## src/rtl/core/mpq_pkg.sv

```systemverilog
`timescale 1ns / 1ps
`default_nettype none

package mpq_pkg;

    // Default sizes
    localparam int MPQ_DEPTH         = 16;
    localparam int MPQ_KEY_WIDTH     = 16;
    localparam int MPQ_PAYLOAD_WIDTH = 32;

    // Operation codes on i_kind
    typedef enum logic [1:0] {
        KIND_ENQ = 2'd0,
        KIND_DEQ = 2'd1,
        KIND_CLR = 2'd2
    } t_kind;

    // Result status codes on o_status
    typedef enum logic [1:0] {
        ST_OK    = 2'd0,
        ST_FULL  = 2'd1,
        ST_EMPTY = 2'd2
    } t_status;

    // Broadcast shift control for the cell chain
    typedef struct packed {
        logic enq;  // insert: cells above the slot shift right
        logic deq;  // remove head: every cell shifts left
    } t_cell_ctl;

endpackage

`default_nettype wire

```

## src/rtl/core/min_priority_queue_top.sv

```systemverilog
`timescale 1ns / 1ps
`default_nettype none

// Bounded min priority queue built as a sorted chain of cells.
//
// Command channel: a transaction is taken at a rising edge with start high
// and busy low. i_kind selects enqueue (store i_key/i_payload), dequeue
// (remove the smallest key; ties go to the oldest entry) or clear.
// busy is held low: the queue takes one transaction every cycle.
//
// Result channel: exactly one result per transaction, on the o_ ports for
// one cycle with o_strobe high, in the cycle after the command. Throughput
// is one transaction per cycle, set by the single register stage of the
// cell chain: each cell decides shift-left, shift-right, load-new or hold
// from one broadcast compare against the incoming key.
// The receiver cannot stall; a result not taken in its cycle is gone.
//
// o_status reports ok, enqueue refused (full) or dequeue on empty.
// o_out_key/o_out_payload are zero unless a dequeue succeeded.
// o_occupancy is the entry count after the transaction.
//
// Reset (i_rst_n low, synchronous) empties the queue and drops any pending
// result; cell contents are not cleared since only the count qualifies them.

module min_priority_queue_top
    import mpq_pkg::*;
#(
    parameter int DEPTH         = MPQ_DEPTH,
    parameter int KEY_WIDTH     = MPQ_KEY_WIDTH,
    parameter int PAYLOAD_WIDTH = MPQ_PAYLOAD_WIDTH,
    localparam int CW           = $clog2(DEPTH + 1)
) (
    input  wire logic                     i_clk,
    input  wire logic                     i_rst_n,
    input  wire logic                     start,
    output logic                          busy,
    input  wire logic [1:0]               i_kind,
    input  wire logic [KEY_WIDTH-1:0]     i_key,
    input  wire logic [PAYLOAD_WIDTH-1:0] i_payload,
    output logic                          o_strobe,
    output logic [1:0]                    o_status,
    output logic [KEY_WIDTH-1:0]          o_out_key,
    output logic [PAYLOAD_WIDTH-1:0]      o_out_payload,
    output logic [CW-1:0]                 o_occupancy
);

    localparam logic [CW-1:0] DEPTH_C = CW'(DEPTH);

    // Cell chain wiring; cell 0 holds the current minimum
    logic [KEY_WIDTH-1:0]     w_key  [DEPTH];
    logic [PAYLOAD_WIDTH-1:0] w_pay  [DEPTH];
    logic                     w_keep [DEPTH];
    t_cell_ctl                w_ctl;

    logic                     w_accept;
    logic [CW-1:0]            r_count;
    logic [CW-1:0]            n_count;
    logic                     r_strobe;
    t_status                  r_status;
    t_status                  n_status;
    logic [KEY_WIDTH-1:0]     r_out_key;
    logic [KEY_WIDTH-1:0]     n_out_key;
    logic [PAYLOAD_WIDTH-1:0] r_out_pay;
    logic [PAYLOAD_WIDTH-1:0] n_out_pay;

    assign busy     = 1'b0;
    assign w_accept = start && !busy;

    // Command decode: count update, cell control and result fields
    always_comb begin
        w_ctl     = '0;
        n_count   = r_count;
        n_status  = ST_OK;
        n_out_key = '0;
        n_out_pay = '0;
        if (w_accept) begin
            case (t_kind'(i_kind))
                KIND_ENQ: begin
                    if (r_count == DEPTH_C) begin
                        n_status = ST_FULL;
                    end else begin
                        w_ctl.enq = 1'b1;
                        n_count   = r_count + CW'(1);
                    end
                end
                KIND_DEQ: begin
                    if (r_count == '0) begin
                        n_status = ST_EMPTY;
                    end else begin
                        w_ctl.deq = 1'b1;
                        n_out_key = w_key[0];
                        n_out_pay = w_pay[0];
                        n_count   = r_count - CW'(1);
                    end
                end
                KIND_CLR: begin
                    n_count = '0;
                end
                default: begin
                    // unused code: no change, status ok
                end
            endcase
        end
    end

    generate
        for (genvar gi = 0; gi < DEPTH; gi++) begin : g_cell
            logic                     w_lkeep;
            logic [KEY_WIDTH-1:0]     w_lkey;
            logic [PAYLOAD_WIDTH-1:0] w_lpay;
            logic [KEY_WIDTH-1:0]     w_rkey;
            logic [PAYLOAD_WIDTH-1:0] w_rpay;

            if (gi == 0) begin : g_head
                // nothing to the left: head loads the new entry unless it keeps
                assign w_lkeep = 1'b1;
                assign w_lkey  = '0;
                assign w_lpay  = '0;
            end else begin : g_mid
                assign w_lkeep = w_keep[gi-1];
                assign w_lkey  = w_key[gi-1];
                assign w_lpay  = w_pay[gi-1];
            end

            if (gi == DEPTH - 1) begin : g_tail
                assign w_rkey = '0;
                assign w_rpay = '0;
            end else begin : g_body
                assign w_rkey = w_key[gi+1];
                assign w_rpay = w_pay[gi+1];
            end

            mpq_cell #(
                .IDX           (gi),
                .COUNT_WIDTH   (CW),
                .KEY_WIDTH     (KEY_WIDTH),
                .PAYLOAD_WIDTH (PAYLOAD_WIDTH)
            ) u_cell (
                .i_clk           (i_clk),
                .i_ctl           (w_ctl),
                .i_count         (r_count),
                .i_new_key       (i_key),
                .i_new_payload   (i_payload),
                .i_left_keep     (w_lkeep),
                .i_left_key      (w_lkey),
                .i_left_payload  (w_lpay),
                .i_right_key     (w_rkey),
                .i_right_payload (w_rpay),
                .o_keep          (w_keep[gi]),
                .o_key           (w_key[gi]),
                .o_payload       (w_pay[gi])
            );
        end
    endgenerate

    // Control state
    always_ff @(posedge i_clk) begin
        if (!i_rst_n) begin
            r_count  <= '0;
            r_strobe <= 1'b0;
        end else begin
            r_count  <= n_count;
            r_strobe <= w_accept;
        end
    end

    // Result payload, qualified by r_strobe
    always_ff @(posedge i_clk) begin
        r_status  <= n_status;
        r_out_key <= n_out_key;
        r_out_pay <= n_out_pay;
    end

    assign o_strobe      = r_strobe;
    assign o_status      = r_status;
    assign o_out_key     = r_out_key;
    assign o_out_payload = r_out_pay;
    assign o_occupancy   = r_count;

    // Assertions
    a_count_bound: assert property (@(posedge i_clk) disable iff (!i_rst_n)
        r_count <= DEPTH_C)
        else $error("entry count above depth");

    a_one_result: assert property (@(posedge i_clk) disable iff (!i_rst_n)
        w_accept |=> o_strobe)
        else $error("accepted transaction gave no result");

    a_empty_status: assert property (@(posedge i_clk) disable iff (!i_rst_n)
        (o_strobe && o_status == ST_EMPTY) |-> (o_occupancy == '0))
        else $error("empty status with entries held");

    a_full_status: assert property (@(posedge i_clk) disable iff (!i_rst_n)
        (o_strobe && o_status == ST_FULL) |-> (o_occupancy == DEPTH_C))
        else $error("full status below depth");

    generate
        for (genvar ga = 0; ga < DEPTH - 1; ga++) begin : g_chk_sorted
            a_sorted: assert property (@(posedge i_clk) disable iff (!i_rst_n)
                (r_count > CW'(ga + 1)) |-> (w_key[ga] <= w_key[ga+1]))
                else $error("cell chain out of key order");
        end
    endgenerate

endmodule

`default_nettype wire

```

## src/rtl/core/mpq_cell.sv

```systemverilog
`timescale 1ns / 1ps
`default_nettype none

module mpq_cell
    import mpq_pkg::*;
#(
    parameter int IDX           = 0,
    parameter int COUNT_WIDTH   = 5,
    parameter int KEY_WIDTH     = MPQ_KEY_WIDTH,
    parameter int PAYLOAD_WIDTH = MPQ_PAYLOAD_WIDTH
) (
    input  wire logic                     i_clk,
    input  wire t_cell_ctl                i_ctl,
    input  wire logic [COUNT_WIDTH-1:0]   i_count,
    input  wire logic [KEY_WIDTH-1:0]     i_new_key,
    input  wire logic [PAYLOAD_WIDTH-1:0] i_new_payload,
    input  wire logic                     i_left_keep,
    input  wire logic [KEY_WIDTH-1:0]     i_left_key,
    input  wire logic [PAYLOAD_WIDTH-1:0] i_left_payload,
    input  wire logic [KEY_WIDTH-1:0]     i_right_key,
    input  wire logic [PAYLOAD_WIDTH-1:0] i_right_payload,
    output logic                          o_keep,
    output logic [KEY_WIDTH-1:0]          o_key,
    output logic [PAYLOAD_WIDTH-1:0]      o_payload
);

    localparam logic [COUNT_WIDTH-1:0] IDX_C = COUNT_WIDTH'(IDX);

    logic [KEY_WIDTH-1:0]     r_key;
    logic [PAYLOAD_WIDTH-1:0] r_payload;
    logic [KEY_WIDTH-1:0]     n_key;
    logic [PAYLOAD_WIDTH-1:0] n_payload;
    logic                     w_valid;

    // Equal keys stay put, so a new entry lands after older equal ones.
    assign w_valid = IDX_C < i_count;
    assign o_keep  = w_valid && (r_key <= i_new_key);

    always_comb begin
        n_key     = r_key;
        n_payload = r_payload;
        if (i_ctl.enq) begin
            if (!o_keep) begin
                if (i_left_keep) begin
                    n_key     = i_new_key;
                    n_payload = i_new_payload;
                end else begin
                    n_key     = i_left_key;
                    n_payload = i_left_payload;
                end
            end
        end else if (i_ctl.deq) begin
            n_key     = i_right_key;
            n_payload = i_right_payload;
        end
    end

    always_ff @(posedge i_clk) begin
        r_key     <= n_key;
        r_payload <= n_payload;
    end

    assign o_key     = r_key;
    assign o_payload = r_payload;

endmodule

`default_nettype wire
```

## config.mk

```make
export PLATFORM = sky130hd
export DESIGN_NAME = min_priority_queue_top
export DESIGN_NICKNAME = d
export VERILOG_FILES = /design/src/rtl/core/mpq_pkg.sv /design/src/rtl/core/min_priority_queue_top.sv /design/src/rtl/core/mpq_cell.sv
export SDC_FILE = /design/constraint.sdc
export NUM_CORES = 2
export LEC_CHECK = 0
export CORE_ASPECT_RATIO = 0.75
export CORE_MARGIN = 3
export CORE_UTILIZATION = 45
export DETAILED_ROUTE_END_ITERATION = 10
export DONT_BUFFER_PORTS = 1
export MAX_ROUTING_LAYER = met4
export PLACE_DENSITY_LB_ADDON = 0.2
export SETUP_SLACK_MARGIN = 0.15
export SYNTH_ARGS = -nofsm -noshare
export SYNTH_HDL_FRONTEND = slang
export SYNTH_SLANG_ARGS = --single-unit
```

## constraint.sdc

```tcl
create_clock -name i_clk -period 6.4 [get_ports i_clk]
set_clock_uncertainty 0.05 [all_clocks]
set_input_delay 0.32 -clock i_clk [delete_from_list [all_inputs] [get_ports i_clk]]
set_output_delay 0.32 -clock i_clk [all_outputs]
set_load 0.1 [all_outputs]
```

Word-level counts from Yosys, hierarchy flattened

Cells that the tools add are included.

Register bits after elaboration: 824
Input bits: 53
Output and inout bits: 57
Logic and storage cells: 269

Add/sub/neg operators: 2
$lt $le $gt $ge: 32
Equality and inequality tests: 21
Mux-type cells: 137
Bitwise operators: 2
Reduce and logical (&&, ||, !) cells: 38

Operators with widths:

| kind                                                                        | count |
|---|---|
| 32-bit 2-to-1 mux                                                           | 63 |
| 16-bit 2-to-1 mux                                                           | 63 |
| 16-bit less-or-equal comparator                                             | 16 |
| 4-bit by 5-bit less-than comparator with 1-bit output, first input constant | 8 |
| 2-bit != test, second input constant                                        | 18 |
| 2-bit AND reduction                                                         | 16 |
| 3-bit by 5-bit less-than comparator with 1-bit output, first input constant | 4 |
| 1-bit logical AND                                                           | 16 |
| 5-bit case mux with 3 select lines                                          | 1 |
| 1-bit by 5-bit less-than comparator with 1-bit output, first input constant | 2 |
| 2-bit by 5-bit less-than comparator with 1-bit output, first input constant | 2 |
| 5-bit 2-to-1 mux                                                            | 2 |
| 5-bit by 1-bit adder with 5-bit output, second input constant               | 1 |
| 5-bit equality test, second input constant                                  | 1 |
| 5-bit zero test                                                             | 1 |
| 1-bit 2-to-1 mux                                                            | 5 |
| 5-bit by 1-bit subtractor with 5-bit output, second input constant          | 1 |
| 2-bit 2-to-1 mux                                                            | 2 |
| 2-bit case mux with 2 select lines                                          | 1 |
| 4-bit AND reduction                                                         | 1 |
| 3-bit nonzero test                                                          | 1 |
| 3-bit OR reduction                                                          | 1 |
| 2-bit by 1-bit equality test with 1-bit output, second input constant       | 1 |
| 2-bit equality test, second input constant                                  | 1 |
| other kinds (3)                                                             | 4 |

Longest topological paths before layout

Depth in word-level cells: 6
Depth in mapped cells: 13
Mapped depth without buffers: 8

Hierarchy

Synthesis repeated with hierarchy kept, for this count alone.

Cell total of the unflattened synthesis: 4466
Area total of the unflattened synthesis: 48144.9 um^2

Modules (own cells, without submodules):

| module                            | instances | cells an instance | area an instance (um^2) | sequential area each (um^2) |
|---|---|---|---|---|
| mpq_cell at g_cell[10].u_cell ... | 2         | 269               | 2909.0                  | 1441.4 |
| mpq_cell at g_cell[14].u_cell ... | 2         | 269               | 2892.8                  | 1441.4 |
| mpq_cell at g_cell[9].u_cell      | 1         | 270               | 2914.0                  | 1441.4 |
| mpq_cell at g_cell[8].u_cell      | 1         | 269               | 2910.3                  | 1441.4 |
| mpq_cell at g_cell[15].u_cell     | 1         | 268               | 2906.5                  | 1441.4 |
| mpq_cell at g_cell[7].u_cell      | 1         | 269               | 2902.8                  | 1441.4 |
| mpq_cell at g_cell[2].u_cell      | 1         | 269               | 2896.5                  | 1441.4 |
| mpq_cell at g_cell[6].u_cell      | 1         | 269               | 2894.0                  | 1441.4 |
| mpq_cell at g_cell[4].u_cell      | 1         | 271               | 2891.5                  | 1441.4 |
| mpq_cell at g_cell[13].u_cell     | 1         | 269               | 2890.3                  | 1441.4 |
| mpq_cell at g_cell[11].u_cell     | 1         | 269               | 2889.0                  | 1441.4 |
| mpq_cell at g_cell[1].u_cell      | 1         | 268               | 2885.3                  | 1441.4 |
| mpq_cell at g_cell[3].u_cell      | 1         | 268               | 2884.0                  | 1441.4 |
| mpq_cell at g_cell[0].u_cell      | 1         | 270               | 2875.3                  | 1441.4 |
| min_priority_queue_top            | 1         | 161               | 1801.7                  | 1121.1 |

Worst setup path before layout

No wires, ideal clock.

Kind: register to register
From: register r_count[1], in the netlist o_occupancy[1]
To: register g_cell[15].u_cell.r_key[0], enable pin
Setup time: 0.525 ns
Arrival time: 6.272 ns
Required time: 5.825 ns
Setup slack: -0.447 ns
Stages on the path, launching flop included: 11
Path buffers: 4
Clock period less this slack: 6.847 ns
Cells stage by stage: dfxtp_1 clkbuf_1 inv_1 ha_1 nor2b_1 a21oi_2 buf_4 buf_6 buf_2 nor2_1 o31ai_1

Longest elaborated chain between the ends: 6
Elaborated cells between the ends (all ways): 12
Classes of those cells: order compare: 1; eq/ne: 2; mux: 5; reduce/logical: 4

RTL lines:

| item                                                                 | RTL line                                                   | RTL |
|---|---|---|
| from (decl)                                                          | min_priority_queue_top.sv:56                               | `logic [CW-1:0] r_count;` |
| from (signal assigned)                                               | min_priority_queue_top.sv:162                              | `r_count <= n_count;` |
| 5-bit equality test or 5-bit zero test (tied branches)               | min_priority_queue_top.sv:79, min_priority_queue_top.sv:87 |  |
| 1-bit 2-to-1 mux, on equally long branches                           | min_priority_queue_top.sv:79, min_priority_queue_top.sv:87 |  |
| 1-bit 2-to-1 mux                                                     | min_priority_queue_top.sv:77                               | `case (t_kind'(i_kind))` |
| 2-bit 2-to-1 mux                                                     | min_priority_queue_top.sv:76                               | `if (w_accept) begin` |
| 2-bit != test (no source line) or 2-bit nonzero test (tied branches) | -                                                          |  |
| 2-bit AND reduction (no source line) (*)                             | -                                                          |  |
| to (signal assigned)                                                 | mpq_cell.sv:59                                             | `r_key <= n_key;` |
| to (decl)                                                            | mpq_cell.sv:29                                             | `logic [KEY_WIDTH-1:0] r_key;` |

Mark *: on every way between the ends. The rest lies on a longest branch, timed or not.
A chain may end at the register's enable or synchronous reset.

Worst setup path in the final report

From: register r_count[1], in the netlist o_occupancy[1]
To: register g_cell[12].u_cell.r_payload[20], data pin

Longest elaborated chain between the ends: 5
Elaborated cells between the ends (all ways): 9
Classes of those cells: order compare: 1; eq/ne: 1; mux: 6; reduce/logical: 1

RTL lines:

| item                                                                                         | RTL line                                     | RTL |
|---|---|---|
| 4-bit by 5-bit less-than comparator with 1-bit output or 5-bit equality test (tied branches) | mpq_cell.sv:36, min_priority_queue_top.sv:79 |  |
| 1-bit logical AND or 1-bit 2-to-1 mux (tied branches)                                        | mpq_cell.sv:37, min_priority_queue_top.sv:79 |  |
| 32-bit 2-to-1 mux or 1-bit 2-to-1 mux (tied branches)                                        | mpq_cell.sv:44, min_priority_queue_top.sv:77 |  |
| 32-bit 2-to-1 mux or 2-bit 2-to-1 mux (tied branches)                                        | mpq_cell.sv:43, min_priority_queue_top.sv:76 |  |
| 32-bit 2-to-1 mux (*)                                                                        | mpq_cell.sv:42                               | `if (i_ctl.enq) begin` |
| named net g_cell[12].u_cell.n_payload[20]                                                    | mpq_cell.sv:32                               | `logic [PAYLOAD_WIDTH-1:0] n_payload;` |
| to (signal assigned)                                                                         | mpq_cell.sv:60                               | `r_payload <= n_payload;` |
| to (decl)                                                                                    | mpq_cell.sv:30                               | `logic [PAYLOAD_WIDTH-1:0] r_payload;` |

The timed path passes the listed nets; every way through them passes the cells marked *. The select of a mux whose other input is x is not followed.

==> qor.csv <==
metric,value,unit
Syn Inst Count,6123,
Logic pwr share,0.160,
CP Data Arrival Time,5.12,ns
Leak Pwr,20.73,nW
Final TNS setup,0,ns
Min-Delay Path Class,in2reg,
"Top FF cell, synth",edfxtp_1,
1st-iter DRT viols,8791,
vias in the first global route,46931,
CP cell instances,"inv_1, ha_1, nor2b_1, a21oi_4, buf_12, nand3_2, o221a_2",
layout cells sized above 1,0.1442,
Worst-Skew Late Latency,0.72,ns
part of the power in registers,0.458,
Die W,412.4,um
Resized cells post-CTS,0,
pwr dens,240.9,nW/um^2
final worst path period need,4.716,ns
largest net degree at the start of global routing,228,
Initial Util,0.4550,
post-DP HPWL,122.8,mm
CP startpoint kind,register,
clock transition at the registers of the reported paths,0.07,ns
number of synthesized flops with an enable pin,768,
crit-path leading delay family,simple AND/OR/NAND/NOR gates,
CTS H-tree lvls,3,
Core Area,122500,um^2
port bufs,0,
Non-Filler Instances,7449,
final worst slack,1.684,ns
vias per cell,6.947,
# nets final,6041,
DRT Wirelength,209.1,mm
Pins Over Slew Limit,0,
Synth Area per Inst,9.103,um^2
Psw,4.334,mW
status,"finished, final reports clean",
Synth area leaders,"edfxtp_1 (41%), o221a_2 (10%), nor3_1 (7.9%)",
WP buf/inv,2,
fill count,11287,
total power draw,14.52,mW
num rows,111,
fin util,0.4920,
"Net Count, Synth",6438,
period utilization,0.7369,
clock tree from TritonCTS,built,
Final Instance Area,60270,um^2
RSZ-0062 raised after global routing,no,
Clock Sinks,824,
most common cell in the synthesized netlist,nor3_1,
clk root buf,clkbuf_16,
critical-path maximum fanout,148,
global-route usage over all layers,0.3241,
slowest library cell on the worst path,nand3_2,
Mapped Area,55740,um^2
ANT nets after route,0,
"Hold Vio Cnt, Final",0,
vias,51747,
endpoints failing setup,0,
initial antenna violation count,4,
commonest cells in the synthesized netlist,"nor3_1 (881), nand2_1 (772), edfxtp_1 (768)",
global-route wire length before repair,312.6,mm
worst slew pin tran,1.332,ns
sw frac,0.2985,
Setup crit end kind,register,
P&R area growth vs syn,8.126,%
synth warn,0,
total CTS buffers,95,
dominant cell type by area after synthesis,edfxtp_1,
worst stage delay on the critical path,1.08,ns
Placed Cells,7172,
kind of critical path,reg2reg,
post-synth cell types,70,
Peak VDD IR,259.9,uV
clock share of power,0.382,
residual DRC count,0,
die height,310.8,um
drt pass-1 iters,6,
Max Fclk,212.0,MHz
DP Worst Slack,1.809,ns
Clock Tree Buf Depth,3,
Rel. slew slack,0.1093,
number of max-cap violations,0,
WL per Instance,28.07,um
Int Pwr,10.19,mW
Min Hold Slack,0.03163,ns
share of the synthesized area in the top cell type,0.4138,
IO Pins,110,
register bit total from synthesis,824,
sequential-to-total area share from yosys stat,0.4339,
Area after DPL,56200,um^2
GP Congestion,0.8652,
Die Area,128200,um^2
Congestion Overflow GR,0,
"Async S/R FF share, synth",0,
data required time of the worst path,6.80,ns
placed cells by master, fill, tap and decap left out, types with 14 or more instances in the layout:
master	instances
nor3_1	881
edfxtp_1	768
nand2_1	766
o21ai_0	556
o221a_2	508
nor2_1	405
a21oi_1	308
ha_1	262
o31ai_1	242
buf_4	106
clkbuf_16	99
or3_1	98
dlygate4sd3_1	90
nand3_1	72
dfxtp_1	52
and2_1	51
nand4_1	49
mux2i_1	49
o221ai_1	47
inv_1	46
clkinv_2	22
clkbuf_1	21
a21o_1	20
clkinv_1	18
nor2b_1	17
o211ai_1	16
buf_12	15
a31oi_4	14
worst min-delay path, delay by kind of cell:
kind	cells	cell delay, ns
compound gates	2	0.35
simple gates	1	0.03
flip-flops by register name, summed over array words and instances, names as in the netlist:
name,cells
o_out_payload,32
o_occupancy,5
g_cell.u_cell.o_key,256
o_status,2
o_out_key,16
g_cell.u_cell.o_payload,512
o_strobe,1
path summary, 6_finish.rpt:
path	cells past startpoint	startpoint	slack, ns	end
worst max-delay path	7	o_occupancy[1]	1.68	g_cell[12].u_cell.o_payload[20]
worst min-delay path	3	i_payload[16]	0.03	g_cell[5].u_cell.o_payload[16]
worst max register to register	7	o_occupancy[1]	1.68	g_cell[12].u_cell.o_payload[20]
worst min register to register	1	g_cell[0].u_cell.o_payload[8]	0.44	o_out_payload[8]
repair_timing:
action	CTS	global route
setup endpoints to repair	0	0
hold endpoints to repair	752	0
hold buffers	95	0
setup buffers	0	0
cell type report:
type,instances,area [um^2],area share
Multi-Input combinational cell,4548,28790,0.4777
Clock buffer,125,2625,0.04356
Antenna cell,5,12.51,0.0002076
Timing Repair Buffer,211,1997,0.03314
Inverter,46,172.7,0.002865
Clock inverter,52,430.4,0.007142
Tap cell,1638,2049,0.03401
Sequential cell,824,24190,0.4014
power groups by stage:
stage                     logic (mW)  registers, mW  clock network, mW
after detailed placement        2.04           6.74                  0
after floorplan                 1.62           6.63                  0
after global routing            2.52           6.68               5.77
after global placement          1.98           6.74                  0
after CTS                       2.26           6.63               5.58
final                           2.32           6.65               5.54
kinds of logic (layout without fill, tap and decap cells):
group                      count (synthesis)  in the layout  share of synthesized area
and+or+nand+nor                         2426           2426                     0.1989
AOI/OAI and AO/OA                       1810           1810                     0.2414
DFF                                      824            824                     0.4339
buffers and inverters                    751            434                    0.05810
adders and majority gates                262            262                    0.05882
muxes                                     49             49                   0.008800
other                                      1              6                 0.00006728
per-layer routing:
metal	track usage	up-vias	share of wire	routed length, um
met5	-	-	0	0
met4	0.06829	0	0.018	3861
met3	0.09004	288	0.16	32600
met2	0.3927	3759	0.38	78630
met1	0.5182	25032	0.45	94030
li1	-	22668	-	-
Note: power is estimated with default switching activity, not from simulation.
